## src/sv/sample_set_statistics_top_macros.svh

```systemverilog
// Assertion helpers for the statistics block
`ifndef SAMPLE_SET_STATISTICS_TOP_MACROS_SVH
`define SAMPLE_SET_STATISTICS_TOP_MACROS_SVH
`ifndef SYNTHESIS
`define SSS_ASSERT_NOW(lbl, clk, rstn, ante, cons) \
    lbl: assert property (@(posedge clk) disable iff (!rstn) (ante) |-> (cons)) \
        else $error("check failed");
`define SSS_ASSERT_NEXT(lbl, clk, rstn, ante, cons) \
    lbl: assert property (@(posedge clk) disable iff (!rstn) (ante) |=> (cons)) \
        else $error("check failed");
`else
`define SSS_ASSERT_NOW(lbl, clk, rstn, ante, cons)
`define SSS_ASSERT_NEXT(lbl, clk, rstn, ante, cons)
`endif
`endif

```

## src/sv/sss_pkg.sv

```systemverilog
`default_nettype none
package sss_pkg;
    localparam int MAX_SAMPLES = 256;
    localparam int CNT_W = $clog2(MAX_SAMPLES + 1);
    localparam int SUM_W = 32 + $clog2(MAX_SAMPLES);
    localparam int Q_W = 64 + $clog2(MAX_SAMPLES);
    localparam int NUM_W = Q_W + CNT_W;
    localparam int DEN_W = 2 * CNT_W;
    localparam int PCT_W = 17;
    localparam logic [PCT_W-1:0] PCT_ONE = 17'h10000;
    localparam logic [PCT_W-1:0] PCT_RESET = 17'h08000;
    localparam logic [0:0] ADDR_PCT = 1'b0;

    typedef struct packed {
        logic signed [31:0] sample_value;
        logic               last_sample;
    } t_in;

    typedef struct packed {
        logic [8:0]         sample_count;
        logic signed [31:0] mean_value;
        logic signed [31:0] median_value;
        logic [31:0]        std_deviation;
        logic signed [31:0] minimum_value;
        logic signed [31:0] maximum_value;
        logic signed [31:0] percentile_value;
        logic               overflow_flag;
    } t_out;

    typedef struct packed {
        logic               ins;
        logic               shift;
        logic signed [31:0] x;
    } t_cell_ctl;

    typedef struct packed {
        logic signed [31:0] val;
        logic               valid;
        logic               gt;
    } t_cell_link;

    typedef struct packed {
        logic busy;
        logic done;
    } t_unit_stat;
endpackage
`default_nettype wire

```

## src/sv/sss_cell.sv

```systemverilog
`default_nettype none
module sss_cell (
    input  wire logic                i_clk,
    input  wire logic                i_rst_n,
    input  wire sss_pkg::t_cell_ctl  i_ctl,
    input  wire sss_pkg::t_cell_link i_prev,
    input  wire sss_pkg::t_cell_link i_next,
    output sss_pkg::t_cell_link      o_self
);
    logic signed [31:0] r_val;
    logic               r_valid;
    logic               w_gt;
    logic               w_load;

    assign w_gt = r_valid && (r_val > i_ctl.x);
    // take a value if ours moves up, or if we are the first free slot
    assign w_load = w_gt || (!r_valid && i_prev.valid);
    assign o_self = '{val: r_val, valid: r_valid, gt: w_gt};

    always_ff @(posedge i_clk) begin
        if (!i_rst_n) begin
            r_valid <= 1'b0;
        end else if (i_ctl.ins) begin
            if (w_load) r_valid <= 1'b1;
        end else if (i_ctl.shift) begin
            r_valid <= i_next.valid;
        end
    end

    always_ff @(posedge i_clk) begin
        if (i_ctl.ins && w_load) begin
            r_val <= i_prev.gt ? i_prev.val : i_ctl.x;
        end else if (!i_ctl.ins && i_ctl.shift) begin
            r_val <= i_next.val;
        end
    end
endmodule
`default_nettype wire

```

## config.mk

```make
export PLATFORM = sky130hd
export DESIGN_NAME = sss_cell
export DESIGN_NICKNAME = d
export VERILOG_FILES = /design/src/sv/sample_set_statistics_top_macros.svh /design/src/sv/sss_pkg.sv /design/src/sv/sss_cell.sv
export SDC_FILE = /design/constraint.sdc
export NUM_CORES = 1
export LEC_CHECK = 0
export BUFFER_PORTS_ARGS = -buffer_cell sky130_fd_sc_hd__buf_2
export CAP_MARGIN = 10
export CORE_ASPECT_RATIO = 1.25
export CORE_MARGIN = 10
export CORE_UTILIZATION = 40
export CTS_BUF_LIST = sky130_fd_sc_hd__clkbuf_4 sky130_fd_sc_hd__clkbuf_8 sky130_fd_sc_hd__clkbuf_16
export DETAILED_ROUTE_END_ITERATION = 10
export MAX_ROUTING_LAYER = met4
export PLACE_DENSITY = 0.74
export SLEW_MARGIN = 20
export SYNTH_ARGS = -nofsm -noshare
export SYNTH_HDL_FRONTEND = slang
export SYNTH_SLANG_ARGS = --single-unit
```

## constraint.sdc

```tcl
create_clock -name i_clk -period 3.2 [get_ports i_clk]
set_input_delay 0.64 -clock i_clk [delete_from_list [all_inputs] [get_ports i_clk]]
set_output_delay 0.64 -clock i_clk [all_outputs]
set_load 0.1 [all_outputs]
```

==> metrics.cfg <==
[timing]
fin_ws_ns = 0.07584
hold_viol = 0
finalSetupViolations = 0
fin_skew_ns = 0.008898
period_share_pct = 97.63
final.min_clock_period_ns = 3.124
rsz0062_at_grt = yes
worst_hold_slack_ns = 0.5478
drv_slew = 0
slew_headroom_pct = 62.60
tightest_slew_ns = 0.5610
setup_tns_ns = 0
max_freq_ghz = 0.3201

[final_layout]
layout.nets = 549
diodes = 0
drive_gt1_share_pct = 51.93
syn2layout_area_growth_pct = 38.46
utilization_pct = 57.93
multi_input_area_um2 = 1717
seq_area_um2 = 980.9
instances_no_fill = 501
fillers = 596

[setup_path]
r2r_slack_ns = 0.37
r2r_end = r_val[31]
r2r-start = r_val[11]
slowest_stage = or3_1
arrival_ns = 2.48
max_stage_delay_ns = 0.37
crit_chain = buf_2 -> inv_1 -> ha_1 -> nand4_1 -> or3_1 -> o221a_1 -> o21ba_2 -> xor2_1 -> and2_4 -> buf_12
cp-start-kind = input pin
r2r_cells = 9
criticalPathCategory = input pin to primary output
required_ns = 2.56
endpoint_kind = primary output
critPathMaxFanout = 3

[job]
cap_violations = 0

[global_route]
grt_max_degree = 35
antenna_found_initial = 0
grt_overflow = 0
grt_pass1_wl_mm = 12.70
grt_use_total_pct = 15.19
grt_pass1_vias = 2701

[yosys]
ys_top_cells_by_area = edfxtp_1 35%, mux2_4 15%, ha_1 14%
synth_area_per_cell_um2 = 10.23
synth_edf_count = 32
synth_seq_cells = 33
async_flop_share_pct = 0
netlist-cell-type-count = 36
synth_top_area_share_pct = 34.55
synth_flop_cell = edfxtp_1
synthCells = 272
synth_area_um2 = 2781
yosysMostFrequentCell = nand2_1
ys_seq_area_share_pct = 35.27
ys_top_cells_by_count = 40 x nand2_1, 36 x inv_1, 35 x o21ai_0
synth_area_leader_cell = edfxtp_1
synth_nets = 408
yosys_warnings = 0

[worst_hold_path]
min_path_type = input pin to flop
hold_end = r_valid
whs_path_depth = 2
hp-start = i_rst_n

[route]
drt_iter0_drc = 72
num_vias = 2480
drc_errors = 0
routedWlPerCell_um = 16.41
routed_wl_mm = 8.223
firstDrtPassIters = 4
vias_per_cell = 4.950
ant_nets = 0

[clocking]
numCtsBuffers = 5
clockRootBuffer = clkbuf_8
cts_tree = built
cts_max_path_buffers = 2
clock_latency_ns = 0.29
clk_pin_slew_ns = 0.07
htree_levels = 2
cts_sinks = 33

[die]
die_area_um2 = 10710
dieWidth_um = 94.59
core_area_um2 = 6648
initial_core_util_pct = 41.84
ioPinCount = 138
die-height_um = 113.2
rows = 33

[place]
placed_cells = 490
pre_cts_ws_ns = 0.02004
place_congestion = 0.7872
port_buffers = 136
hpwl_mm = 6.852

[power]
pwr-share-seq_pct = 31.1
p_sw_w = 0.0008255
ir_drop_mv = 0.2028
power_density_nw_per_um2 = 486.8
p_leak_nw = 1.896
power_frac_comb_pct = 50.2
switching_share_pct = 44.03
pwr-share-clk_pct = 18.7
intPower_w = 0.001049

[run_status]
status = complete, no violations

metrics by stage:
stage	total power (W)	instance area, um^2
2_1_floorplan	0.001315	2893
5_1_grt	0.001969	3851
3_5_place_dp	0.001515	3679
6_report	0.001875	3851
3_3_place_gp	0.001492	3679
4_1_cts	0.001866	3776
sequential cells by signal (all words and copies together) (netlist names):
name	count
r_val	32
r_valid	1
cells by family (layout without fill, tap and decap cells):
family / Yosys count / after routing / share of synthesized area (%)
AO/OA/AOI/OAI: 61 / 61 / 12.96
XOR/XNOR: 1 / 1 / 0.3149
adder cells (fa/ha/maj): 32 / 32 / 14.39
buffers and inverters: 49 / 191 / 8.457
flip-flops: 33 / 33 / 35.27
multiplexers: 34 / 34 / 17.54
AND/OR/NAND/NOR: 62 / 62 / 11.07
worst max-delay path: cells and delay by family:
family / cells / cell delay [ns]
adder cells (fa/ha/maj): 1 / 0.29
buffers and inverters: 3 / 0.27
AND/OR/NAND/NOR: 3 / 0.67
AO/OA/AOI/OAI: 2 / 0.48
XOR/XNOR: 1 / 0.12
final cells by class:
type	count	area share (%)
well taps	87	2.827
inverters	37	3.606
flip-flops and latches	33	25.47
multi-input cells	190	44.57
clock buffers	8	2.534
repair buffers	146	20.99
worst max-delay path by stage:
stage | depth (start not counted) | end | from
after floorplan | 9 | o_self[0] | r_val[25]
after global placement | 11 | o_self[0] | i_ctl[5]
after detailed placement | 11 | o_self[0] | i_ctl[5]
after CTS | 10 | o_self[0] | i_ctl[11]
after global routing | 10 | o_self[0] | i_ctl[8]
final | 10 | o_self[0] | i_ctl[11]
cells in the final DEF, fill, tap and decap left out, drive strengths merged:
cell type | synthesis | layout
o21a | 2 | 2
o2111ai | 1 | 1
nor2 | 1 | 1
buf | 5 | 146
nand3 | 4 | 4
nand4 | 8 | 8
nand2 | 41 | 41
o221a | 1 | 1
or3 | 1 | 1
dfxtp | 1 | 1
nor2b | 1 | 1
and2 | 1 | 1
o31a | 1 | 1
a21oi | 15 | 15
inv | 37 | 37
o21ai | 36 | 36
nor4 | 2 | 2
and2b | 1 | 1
a41oi | 1 | 1
o21ba | 1 | 1
or2 | 2 | 2
a221oi | 2 | 2
mux2 | 34 | 34
a21boi | 1 | 1
xor2 | 1 | 1
clkbuf | 7 | 8
edfxtp | 32 | 32
ha | 32 | 32
timing repair:
action	CTS	global route
setup buffers	0	3
endpoints found under the setup margin	0	1
gates resized for setup	0	9
hold buffers	0	0
per-layer routing:
layer	global-route usage, %	vias to the layer above	share of wire, %
li1	-	1245	-
met4	4.100	0	1.3
met1	14.95	1140	39
met3	4.233	9	6.5
met5	-	-	0
met2	28.17	86	54
power by group through the flow:
stage	registers, W	logic, W	clock network (W)
after floorplan	0.000949	0.000367	0
after global placement	0.000586	0.000906	0
after detailed placement	0.000591	0.000925	0
after CTS	0.000582	0.000926	0.000357
after global routing	0.000591	0.00100	0.000374
final	0.000584	0.000941	0.000351
Note: power is estimated with default switching activity, not from simulation.
