===== src/sv/sample_set_statistics_top_macros.svh =====
// Assertion helpers for the statistics block
`ifndef SAMPLE_SET_STATISTICS_TOP_MACROS_SVH
`define SAMPLE_SET_STATISTICS_TOP_MACROS_SVH
`ifndef SYNTHESIS
`define SSS_ASSERT_NOW(lbl, clk, rstn, ante, cons) \
    lbl: assert property (@(posedge clk) disable iff (!rstn) (ante) |-> (cons)) \
        else $error("check failed");
`define SSS_ASSERT_NEXT(lbl, clk, rstn, ante, cons) \
    lbl: assert property (@(posedge clk) disable iff (!rstn) (ante) |=> (cons)) \
        else $error("check failed");
`else
`define SSS_ASSERT_NOW(lbl, clk, rstn, ante, cons)
`define SSS_ASSERT_NEXT(lbl, clk, rstn, ante, cons)
`endif
`endif


===== src/sv/sss_pkg.sv =====
`default_nettype none
package sss_pkg;
    localparam int MAX_SAMPLES = 256;
    localparam int CNT_W = $clog2(MAX_SAMPLES + 1);
    localparam int SUM_W = 32 + $clog2(MAX_SAMPLES);
    localparam int Q_W = 64 + $clog2(MAX_SAMPLES);
    localparam int NUM_W = Q_W + CNT_W;
    localparam int DEN_W = 2 * CNT_W;
    localparam int PCT_W = 17;
    localparam logic [PCT_W-1:0] PCT_ONE = 17'h10000;
    localparam logic [PCT_W-1:0] PCT_RESET = 17'h08000;
    localparam logic [0:0] ADDR_PCT = 1'b0;

    typedef struct packed {
        logic signed [31:0] sample_value;
        logic               last_sample;
    } t_in;

    typedef struct packed {
        logic [8:0]         sample_count;
        logic signed [31:0] mean_value;
        logic signed [31:0] median_value;
        logic [31:0]        std_deviation;
        logic signed [31:0] minimum_value;
        logic signed [31:0] maximum_value;
        logic signed [31:0] percentile_value;
        logic               overflow_flag;
    } t_out;

    typedef struct packed {
        logic               ins;
        logic               shift;
        logic signed [31:0] x;
    } t_cell_ctl;

    typedef struct packed {
        logic signed [31:0] val;
        logic               valid;
        logic               gt;
    } t_cell_link;

    typedef struct packed {
        logic busy;
        logic done;
    } t_unit_stat;
endpackage
`default_nettype wire


===== src/sv/sss_sqrt.sv =====
`default_nettype none
module sss_sqrt (
    input  wire logic        i_clk,
    input  wire logic        i_rst_n,
    input  wire logic        i_start,
    input  wire logic [63:0] i_val,
    output sss_pkg::t_unit_stat o_stat,
    output logic [31:0]      o_root
);
    logic [63:0] r_v;
    logic [63:0] r_r;
    logic [63:0] r_bit;
    logic [4:0]  r_step;
    logic        r_busy;
    logic        r_done;
    logic [63:0] w_t;

    assign w_t = r_r + r_bit;
    assign o_stat = '{busy: r_busy, done: r_done};
    assign o_root = r_r[31:0];

    always_ff @(posedge i_clk) begin
        if (!i_rst_n) begin
            r_busy <= 1'b0;
            r_done <= 1'b0;
            r_step <= '0;
        end else begin
            r_done <= 1'b0;
            if (i_start) begin
                r_busy <= 1'b1;
                r_step <= '0;
            end else if (r_busy) begin
                r_step <= r_step + 1'b1;
                if (r_step == 5'd31) begin
                    r_busy <= 1'b0;
                    r_done <= 1'b1;
                end
            end
        end
    end

    // one result bit per step, bit walks down by two
    always_ff @(posedge i_clk) begin
        if (i_start) begin
            r_v   <= i_val;
            r_r   <= '0;
            r_bit <= 64'h4000_0000_0000_0000;
        end else if (r_busy) begin
            if (r_v >= w_t) begin
                r_v <= r_v - w_t;
                r_r <= (r_r >> 1) + r_bit;
            end else begin
                r_r <= r_r >> 1;
            end
            r_bit <= r_bit >> 2;
        end
    end
endmodule
`default_nettype wire


===== config.mk =====
export PLATFORM = sky130hd
export DESIGN_NAME = sss_sqrt
export DESIGN_NICKNAME = d
export VERILOG_FILES = /design/src/sv/sample_set_statistics_top_macros.svh /design/src/sv/sss_pkg.sv /design/src/sv/sss_sqrt.sv
export SDC_FILE = /design/constraint.sdc
export NUM_CORES = 1
export LEC_CHECK = 0
export ABC_AREA = 1
export BUFFER_PORTS_ARGS = -buffer_cell sky130_fd_sc_hd__buf_4
export CORE_ASPECT_RATIO = 2
export CORE_MARGIN = 3
export CORE_UTILIZATION = 30
export CTS_BUF_LIST = sky130_fd_sc_hd__clkbuf_16
export DETAILED_ROUTE_END_ITERATION = 7
export PLACE_DENSITY = 0.5
export SETUP_SLACK_MARGIN = 0.15
export SLEW_MARGIN = 30
export SYNTH_ARGS = -nofsm -noshare
export SYNTH_HDL_FRONTEND = slang
export SYNTH_SLANG_ARGS = --single-unit

===== constraint.sdc =====
create_clock -name i_clk -period 10.6 [get_ports i_clk]
set_input_delay 1.59 -clock i_clk [delete_from_list [all_inputs] [get_ports i_clk]]
set_output_delay 1.59 -clock i_clk [all_outputs]
set_load 0.05 [all_outputs]

==> summary.md <==
- nand2_1 (22%), dfxtp_1 (10%), edfxtp_1 (9.4%), inv_1 (9.2%), nor2_1 (8.2%) — largest cells by area after synthesis
- 134 — number of cell rows
- 0 — number of antenna-violating nets in the routed design
- 101 — Ports
- 0.0204 mm^2 — post-synthesis cell area
- 0 — overflow left after global routing
- 0 — number of maximum-capacitance constraint violations
- 9.08% — area grow syn2layout
- 7864 — Filler Cell Count
- 0 — setup-violating endpoint count in the final report
- 3608 — Post-Syn Instances
- 500 ps — insertion delay of the later-clocked pin in the worst-skew pair
- 82 — maximum number of pins on one net before global-route repair
- 19.6% — proportion of synthesized chip area in sequential cells
- dfxtp_1 — Primary FF master, synth
- 0% — multiplexer share of the synthesized area
- 9.91 nW — total leakage power
- 3.34 mW — Net Switching
- 4.21% — xor and xnor area share after synthesis
- r_r[4]$_SDFFE_PP0P_ — first element of the critical path
- 190 um — horizontal die dimension
- finished, final reports clean — status
- met2 — grt peak-use layer
- 144000 um — first-pass GRT wire length
- 56.9% — sw frac
- 0.986 — Final Wtd Congestion
- 0 — Slew Limit Fails
- 22.3% — area fraction of the dominant cell type after synthesis
- 64 — Post-synth EDFFs
- flop — kind of start point of the critical path
- 52.6% — GR Util met2
- 374 um — vertical extent of the die
- 42.6% — simple-gate area share of the yosys netlist
- 8.21% — adder-cell share of the synthesized area
- 80 ps — clock transition at the registers of the reported paths
- r_r[4]$_SDFFE_PP0P_ — source of the worst register-to-register timing path
- 5.34% — ratio of cells with drive above 1 in the final layout
- 0.000148 V — maximum vdd drop
- 33.1% — end-of-flow core utilization
- 0 — detailed-route DRC error count
- 1040 ps — Worst Tran Pin Value
- 23900 — via count of the first global-routing pass
- 64 — maximum fanout along the worst path
- 67.9% — crit share post-route
- 6 — iteration count of the initial detailed-routing pass
- 167 — number of flip-flops and latches in the synthesized netlist
- 0 — Post CTS Setup Buffer Count
- 23100 — Via Count
- 0.0222 mm^2 — design area
- 0.0138 mm^2 — multi-input combinational cell area
- 68.6% — part of the power in combinational logic
- 480 ps — worst hold-check slack
- 10690 ps — required time of the worst setup path
- 2.21% — met3 usage in global routing
- 99200 um — total wire length after detailed routing
- 0 — total of hold buffers inserted after clock tree synthesis
- 7200 ps — minimum clock period
- 3808 — synthesized net count
- 167 — clock sinks
- 48 — library cells used by synthesis
- 15.1 ps — clock skew after layout
- simple AND/OR/NAND/NOR gates — main combinational cell family by area after synthesis
- no — unrepaired setup endpoints after global routing
- 12.7% — Synth Area in Compound Gates
- 3620 ps — Setup WS pre-CTS
- 0 ps — final sum of negative setup slack
- 11.1% — proportion of power drawn by the clock network
- 0.0216 mm^2 — placed standard-cell area
- 4515 — fin cells
- 264 mW/mm^2 — power per standard cell area
- r_step[4]$_SDFFE_PP0P_ — hold path startpoint
- reg -> reg — critical path type
- 3400 ps — Setup WS post-layout
- 0 — number of hold violations in the final report
- 0 — Ys Warns
- 5.11 — number of vias per cell
- 30.3% — Rel. slew slack
- 5.87 mW — Design Power
- 3819 — NumNets Final
- 4484 — number of placed instances, taps included
- 1368 — drt initial violations
- 0.0712 mm^2 — die area
- nand2_1 — most common cell after layout, fill and taps aside
- 4 — H-tree Lvls
- 0.00399 mm^2 — register area
- nand2_1 (1211), inv_1 (499), nor2_1 (446), nand3_1 (300), a21oi_1 (215) — top library cells by usage in the layout, fill and taps aside
- yes — clock tree from TritonCTS
- 100 — # port buffers
- 5.64 um^2 — mean cell area of the mapped netlist
- 20.3% — sequential share of power
- 0% — async set-reset flop share out of synthesis
- 17 — number of clock buffers inserted by TritonCTS
- 27.4% — global routing usage summed across all routing layers
- clkbuf_16 — clk root buf
- 0.0671 mm^2 — core outline area
- 7280 ps — arrival time of the worst setup path
- 0 — antenna cell count
- 0 — number of antenna violations at the first check in global routing
- flop — element type at the critical path end
- 2.53 mW — Power Internal
- 0 — total of cells resized after clock tree synthesis
- reg -> reg — class of the tightest hold or removal check
- nand2_1 — cell type with the highest aggregate area in the netlist
- 30.4% — Initial Utilization
- 25.3% — grt met1 use
- 2 — number of buffers between clock root and the deepest sink
- 139 MHz — fmax
- 22.0 um — Routed WL per cell
- 83000 um — HPWL after detailed placement
## Yosys cell counts (10+ instances only)
library cell and number:
inv_1 499, clkbuf_1 45, o21ai_0 168, xor2_1 50
nor2_1 446, a21oi_1 215, nor3_1 45, o21ai_1 11
buf_4 36, dfxtp_1 103, nand2_1 1212, nand3b_1 30
a31oi_1 10, ha_1 132, o21bai_1 22, a21o_1 13
nand3_1 300, nand4_1 30, edfxtp_1 64, xnor2_1 48
buf_2 32, nor2_2 10, or2_2 14
## critical path: stages (launching register included)
cell	delay, ps
dfxtp_1	530
ha_1	340
nand2_1	120
o21ai_0	140
nor2_1	550
nor2_1	70
or2_2	360
nand2_1	70
nand2_1	170
nand3_1	130
nand2_1	220
xnor2_1	270
ha_1	320
nand2_1	160
inv_1	60
a21oi_1	330
nand2_1	270
a21oi_2	200
nand3_2	180
nand2_2	100
buf_4	530
nand2_4	510
nand2_2	510
nand2_8	380
## sequential cells by signal (all words and copies together) (netlist names)
name    cells
r_v        64
r_busy      1
r_bit      32
r_step      5
r_done      1
r_r        64
## power groups by stage
stage          clock network, mW  registers [mW]  logic, mW
2_1_floorplan                  0            1.04       2.93
3_3_place_gp                   0            1.20       3.98
3_5_place_dp                   0            1.20       3.98
4_1_cts                    0.668            1.19       4.00
5_1_grt                    0.688            1.21       4.46
6_report                   0.652            1.19       4.03
## final timing paths
check / endpoint / slack [ps] / cells after the start
max: r_v[11]$_DFFE_PP_ / 3400 / 23
min: r_step[4]$_SDFFE_PP0P_ / 480 / 2
max reg2reg: r_v[11]$_DFFE_PP_ / 3400 / 23
min reg2reg: r_step[4]$_SDFFE_PP0P_ / 480 / 2
## area by class of cell
cell class / count / area share (%)
Clock buffer: 17 / 1.91
Clock inverter: 14 / 0.636
Multi-Input combinational cell: 2818 / 62.2
Inverter: 503 / 8.50
Timing Repair Buffer: 112 / 3.78
Tap cell: 884 / 4.98
Sequential cell: 167 / 17.9
## logic make-up after synthesis
kind of cell    count (synthesis)
flops                         167
fa+ha+maj                     133
simple gates                 2111
xor+xnor                       98
compound gates                476
buf+inv                       623
## metal layers
layer / up-vias / share of wire (%)
li1: 11500 / -
met1: 10600 / 33
met2: 643 / 54
met3: 297 / 2.5
met4: 0 / 10
met5: - / 0
Note: power is estimated with default switching activity, not from simulation.
