## config.mk

```make
export PLATFORM = sky130hd
export DESIGN_NAME = sss_div
export DESIGN_NICKNAME = d
export VERILOG_FILES = /design/src/sv/sample_set_statistics_top_macros.svh /design/src/sv/sss_pkg.sv /design/src/sv/sss_div.sv
export SDC_FILE = /design/constraint.sdc
export NUM_CORES = 1
export LEC_CHECK = 0
export ABC_AREA = 1
export ABC_CLOCK_PERIOD_IN_PS = 5000
export BUFFER_PORTS_ARGS = -buffer_cell sky130_fd_sc_hd__buf_4
export CAP_MARGIN = 20
export CORE_AREA = 8 8 108 135
export DETAILED_ROUTE_END_ITERATION = 12
export DIE_AREA = 0 0 116 143
export PLACE_DENSITY = 0.92
export SYNTH_ARGS = -nofsm -noshare
export SYNTH_HDL_FRONTEND = slang
export SYNTH_SLANG_ARGS = --single-unit
```

## constraint.sdc

```tcl
create_clock -name i_clk -period 5 [get_ports i_clk]
set_clock_uncertainty 0.1 [all_clocks]
set_input_delay 0.5 -clock i_clk [delete_from_list [all_inputs] [get_ports i_clk]]
set_output_delay 0.5 -clock i_clk [all_outputs]
set_load 0.005 [all_outputs]
```

## src/sv/sample_set_statistics_top_macros.svh

```systemverilog
// Assertion helpers for the statistics block
`ifndef SAMPLE_SET_STATISTICS_TOP_MACROS_SVH
`define SAMPLE_SET_STATISTICS_TOP_MACROS_SVH
`ifndef SYNTHESIS
`define SSS_ASSERT_NOW(lbl, clk, rstn, ante, cons) \
    lbl: assert property (@(posedge clk) disable iff (!rstn) (ante) |-> (cons)) \
        else $error("check failed");
`define SSS_ASSERT_NEXT(lbl, clk, rstn, ante, cons) \
    lbl: assert property (@(posedge clk) disable iff (!rstn) (ante) |=> (cons)) \
        else $error("check failed");
`else
`define SSS_ASSERT_NOW(lbl, clk, rstn, ante, cons)
`define SSS_ASSERT_NEXT(lbl, clk, rstn, ante, cons)
`endif
`endif

```

## src/sv/sss_pkg.sv

```systemverilog
`default_nettype none
package sss_pkg;
    localparam int MAX_SAMPLES = 256;
    localparam int CNT_W = $clog2(MAX_SAMPLES + 1);
    localparam int SUM_W = 32 + $clog2(MAX_SAMPLES);
    localparam int Q_W = 64 + $clog2(MAX_SAMPLES);
    localparam int NUM_W = Q_W + CNT_W;
    localparam int DEN_W = 2 * CNT_W;
    localparam int PCT_W = 17;
    localparam logic [PCT_W-1:0] PCT_ONE = 17'h10000;
    localparam logic [PCT_W-1:0] PCT_RESET = 17'h08000;
    localparam logic [0:0] ADDR_PCT = 1'b0;

    typedef struct packed {
        logic signed [31:0] sample_value;
        logic               last_sample;
    } t_in;

    typedef struct packed {
        logic [8:0]         sample_count;
        logic signed [31:0] mean_value;
        logic signed [31:0] median_value;
        logic [31:0]        std_deviation;
        logic signed [31:0] minimum_value;
        logic signed [31:0] maximum_value;
        logic signed [31:0] percentile_value;
        logic               overflow_flag;
    } t_out;

    typedef struct packed {
        logic               ins;
        logic               shift;
        logic signed [31:0] x;
    } t_cell_ctl;

    typedef struct packed {
        logic signed [31:0] val;
        logic               valid;
        logic               gt;
    } t_cell_link;

    typedef struct packed {
        logic busy;
        logic done;
    } t_unit_stat;
endpackage
`default_nettype wire

```

## src/sv/sss_div.sv

```systemverilog
`default_nettype none
module sss_div (
    input  wire logic                        i_clk,
    input  wire logic                        i_rst_n,
    input  wire logic                        i_start,
    input  wire logic [sss_pkg::NUM_W-1:0]   i_num,
    input  wire logic [sss_pkg::DEN_W-1:0]   i_den,
    output sss_pkg::t_unit_stat              o_stat,
    output logic [sss_pkg::NUM_W-1:0]        o_quo,
    output logic [sss_pkg::DEN_W-1:0]        o_rem
);
    localparam int STEP_W = $clog2(sss_pkg::NUM_W + 1);

    logic [sss_pkg::NUM_W-1:0] r_quo;
    logic [sss_pkg::DEN_W-1:0] r_rem;
    logic [sss_pkg::DEN_W-1:0] r_den;
    logic [STEP_W-1:0]         r_step;
    logic                      r_busy;
    logic                      r_done;
    logic [sss_pkg::DEN_W:0]   w_sh;
    logic                      w_ge;
    logic [sss_pkg::DEN_W:0]   w_nrem;

    assign w_sh = {r_rem, r_quo[sss_pkg::NUM_W-1]};
    assign w_ge = w_sh >= {1'b0, r_den};
    assign w_nrem = w_ge ? (w_sh - {1'b0, r_den}) : w_sh;
    assign o_stat = '{busy: r_busy, done: r_done};
    assign o_quo = r_quo;
    assign o_rem = r_rem;

    always_ff @(posedge i_clk) begin
        if (!i_rst_n) begin
            r_busy <= 1'b0;
            r_done <= 1'b0;
            r_step <= '0;
        end else begin
            r_done <= 1'b0;
            if (i_start) begin
                r_busy <= 1'b1;
                r_step <= '0;
            end else if (r_busy) begin
                r_step <= r_step + 1'b1;
                if (r_step == STEP_W'(sss_pkg::NUM_W - 1)) begin
                    r_busy <= 1'b0;
                    r_done <= 1'b1;
                end
            end
        end
    end

    always_ff @(posedge i_clk) begin
        if (i_start) begin
            r_quo <= i_num;
            r_rem <= '0;
            r_den <= i_den;
        end else if (r_busy) begin
            r_rem <= w_nrem[sss_pkg::DEN_W-1:0];
            r_quo <= {r_quo[sss_pkg::NUM_W-2:0], w_ge};
        end
    end
endmodule
`default_nettype wire

```

==> results.env <==
GRT.TOTAL_USAGE_PCT=22.7
SETUP.WORST_PATH.END_CLASS='register'
N_ANTENNA_CELL=0
SWITCHING_SHARE_PCT=24.9
GRT_FIRST_PASS_WIRELENGTH_UM=29200
CRIT_CHAIN='nor2_1 -> clkinv_2 -> buf_4'
FFS_W_ASYNC_S_R_SYNTH_PCT=0
NETS=1099
CTS.REPAIR_TIMING.SETUP_BUFFER_COUNT=0
YS_TYPES=33
SYN_AVG_CELL_AREA_SQ_UM=8.26
FIN_TOTAL_PWR_W=0.00288
GRT_START_MAX_NET_PINS=102
FLOORPLAN.DIE.WIDTH_UM=116
SETUP.WORST_PATH.CLASS='register to register'
STD_CELL_ROWS=46
N_FILL_CELL=942
VIAS_PER_CELL=5.05
NUMBER_OF_PINS_WITH_NEGATIVE_MAX_SLEW_SLACK_IN_THE_FINAL_REPORT=0
CTS_BUFFER_DEPTH=2
DIE_AREA_SQ_UM=16600
GRT_PASS1_VIAS=5900
CRITICAL_PATH_PEAK_FANOUT=53
LAYOUT-AREA-OVERHEAD-VS-SYNTH_PCT=34.3
PLACE_CONGESTION=0.851
GRT_ANTENNA_BEFORE_REPAIR=0
FMAXACHIEVABLE_MHz=325
SYNTHESIS.INSTANCES=778
WORST_PATH_MAX_DELAY_CELL='sky130_fd_sc_hd__clkinv_2'
DRC_ERRORS=0
IO_BUFFERS=202
POWER_SWITCHING_W=0.000718
MIN_PERIOD_OVER_PERIOD_PCT=61.5
HOLD_PATH.CLASS='input pin to register'
CTS.SINKS=126
CORE_OUTLINE_AREA_SQ_UM=12400
CLOCK_LATENCY_NS=0.41
VIAS=5844
SYNTH.CELL_AREA_SQ_UM=6430
CTS-HOLD-FIX-BUFFERS=0
INTPOWER_W=0.00216
CELLLEAKAGEPOWER_nW=4.38
WORST_VDD_DROP_uV=277
HTREE_LEVELS=4
DRT_WL_TOTAL_UM=18700
ARRIVAL_NS=3.10
CLKPWRFRAC_PCT=41.8
RELATIVE_SLEW_SLACK_PCT=26.8
SYNTH_SEQUENTIAL_AREA_RATIO_PCT=54.6
OUTCOME='finished clean'
DIE_BOUNDARY_HEIGHT_UM=143
ANT_NETS=0
INITIAL_CORE_UTIL_PCT=51.7
HOLD_VIOL_FINAL=0
AVGROUTEDWIREPERCELL_UM=16.1
NUMCTSBUFFERS=17
DETAILED_PLACE_HPWL_UM=13800
REPORT.FINAL.SETUP_VIOL=0
CTS-RESIZED-GATES=0
CTS.ROOT.BUFFER_CELL='sky130_fd_sc_hd__clkbuf_16'
SEQCELLAREA_SQ_UM=3510
POWER_FRAC_SEQ_PCT=44.9
SYNTH-SEQ-CELLS=126
GRT.OVERFLOW.TOTAL=0
CLKSLEWWORSTSETUPHOLDPATHS_NS=0.06
SETUP_REPAIR_AFTER_GLOBAL_ROUTING_MISSED_ITS_MARGIN='false'
WORSTPATHREQUIRED_NS=5.02
CRIT_PATH_START_KIND='register'
DRV_CAP=0
CRITICAL-PATH-MAX-STAGE-DELAY_NS=1.00
SYNTH_ENABLE_FLOP_CELLS=99
DRT_PASS1_ITERATIONS=8
SYNTHESIS.NETS=901
DRIVE_GT1_SHARE_PCT=25.7
COMB_POWER_SHARE_PCT=13.2
TIMING.HOLD.WS_NS=0.170
PERIOD_NEEDED_NS=3.07
IO_PINS=203
POWERDENSITY_nW_PER_UM2=333
TRITONCTS_CLOCK_TREE='built'
FINAL.SETUP.TNS_NS=0
DRT-INITIAL-DRC-COUNT=391
SYNTHESIS.YOSYS.WARNINGS=0
COMMONEST_REGISTER_CELL_AFTER_SYNTHESIS='sky130_fd_sc_hd__edfxtp_1'
MULTI_INPUT_COMB_AREA_SQ_UM=2490
WORSTMARGINPINSLEW_NS=1.10
## stage by stage
step                area (sq um)  worst slack, ns  std cells  util [%]
finish                      8640             1.93       1157      69.5
global route                8640             1.66       1157      69.5
CTS                         8640             1.94       1157      69.5
detailed placement          8070             1.70       1125      64.9
global placement            8070             1.73       1125      64.9
floorplan                   6430             1.56        778         -
## sequential cells by signal, summed over array words and instances, names as in the netlist
| name | count |
|---|---|
| r_done | 1 |
| r_step | 7 |
| r_den | 18 |
| r_busy | 1 |
| o_quo | 81 |
| o_rem | 18 |
## final cells by class
cell class	instances	area share, %
clock inverters	14	1.65
clock buffers	18	4.97
repair buffers	207	18.0
multi-input cells	544	28.8
flip-flops and latches	126	40.7
inverters	80	3.49
well taps	168	2.43
## power by group through the flow
| stage | combinational [W] | clock, W | sequential, W |
|---|---|---|---|
| floorplan | 0.000154 | 0 | 0.00130 |
| global placement | 0.000370 | 0 | 0.00131 |
| detailed placement | 0.000383 | 0 | 0.00131 |
| CTS | 0.000383 | 0.00121 | 0.00129 |
| global route | 0.000420 | 0.00126 | 0.00130 |
| finish | 0.000380 | 0.00120 | 0.00129 |
## layout by cell type (no fill, tap or decap), types with 2 or more instances in the layout
master / count
sky130_fd_sc_hd__dfxtp_1: 27
sky130_fd_sc_hd__ha_1: 20
sky130_fd_sc_hd__inv_2: 4
sky130_fd_sc_hd__a21oi_1: 15
sky130_fd_sc_hd__clkinv_4: 4
sky130_fd_sc_hd__nand3_1: 40
sky130_fd_sc_hd__nand3b_1: 12
sky130_fd_sc_hd__nand2_2: 6
sky130_fd_sc_hd__xor2_1: 2
sky130_fd_sc_hd__nand4_1: 2
sky130_fd_sc_hd__inv_6: 2
sky130_fd_sc_hd__buf_4: 207
sky130_fd_sc_hd__inv_1: 74
sky130_fd_sc_hd__bufinv_16: 2
sky130_fd_sc_hd__clkinv_2: 4
sky130_fd_sc_hd__nand2_1: 377
sky130_fd_sc_hd__nand2_4: 2
sky130_fd_sc_hd__nor2_1: 34
sky130_fd_sc_hd__edfxtp_1: 99
sky130_fd_sc_hd__xnor2_1: 6
sky130_fd_sc_hd__nor3_1: 3
sky130_fd_sc_hd__o21ai_0: 2
sky130_fd_sc_hd__o21ai_1: 11
sky130_fd_sc_hd__a211oi_1: 2
sky130_fd_sc_hd__clkbuf_16: 17
sky130_fd_sc_hd__clkinv_1: 3
## Yosys cell counts (3+ instances only)
| library cell | number | share of area, % |
|---|---|---|
| sky130_fd_sc_hd__a21oi_1 | 15 | 1.2 |
| sky130_fd_sc_hd__buf_2 | 4 | 0.31 |
| sky130_fd_sc_hd__clkbuf_1 | 20 | 1.2 |
| sky130_fd_sc_hd__dfxtp_1 | 27 | 8.4 |
| sky130_fd_sc_hd__edfxtp_1 | 99 | 46 |
| sky130_fd_sc_hd__ha_1 | 20 | 3.9 |
| sky130_fd_sc_hd__inv_1 | 75 | 4.4 |
| sky130_fd_sc_hd__inv_2 | 3 | 0.18 |
| sky130_fd_sc_hd__nand2_1 | 377 | 22 |
| sky130_fd_sc_hd__nand2_2 | 6 | 0.58 |
| sky130_fd_sc_hd__nand3_1 | 40 | 3.1 |
| sky130_fd_sc_hd__nand3b_1 | 12 | 1.4 |
| sky130_fd_sc_hd__nor2_1 | 35 | 2.0 |
| sky130_fd_sc_hd__nor3_1 | 3 | 0.23 |
| sky130_fd_sc_hd__o21ai_1 | 11 | 0.86 |
| sky130_fd_sc_hd__xnor2_1 | 6 | 0.82 |
## worst max-delay path: cells and delay by family, from the launching register on
kind,cells,cell delay (ns)
buffers and inverters,2,1.56
AND/OR/NAND/NOR,1,0.72
flip-flops,1,0.37
## final timing paths
check	start	endpoint	slack, ns	cells past startpoint
worst max register to register	r_busy$_SDFF_PN0_	o_quo[33]$_DFFE_PP_	1.93	3
worst min register to register	o_rem[11]$_SDFFE_PP0P_	o_rem[11]$_SDFFE_PP0P_	0.39	2
worst max-delay path	r_busy$_SDFF_PN0_	o_quo[33]$_DFFE_PP_	1.93	3
worst min-delay path	i_den[12]	r_den[12]$_DFFE_PP_	0.17	1
## routing by layer
metal  up-vias  part of all wire [%]  global-route usage, %
met3        29                   9.7                   9.09
li1       2868                     -                      -
met5         -                     0                      0
met2       259                    52                   39.8
met4         0                   1.9                   8.35
met1      2688                    36                   23.8
## cells by family (layout without fill, tap and decap cells)
kind of cell | after synthesis | in the layout | synth area share (%)
buf+inv | 108 | 319 | 6.73
simple gates | 483 | 483 | 30.6
fa+ha+maj | 21 | 21 | 4.20
flops | 126 | 126 | 54.6
compound gates | 32 | 32 | 2.69
xor+xnor | 8 | 8 | 1.09
Power figures use the tool's default switching activity.
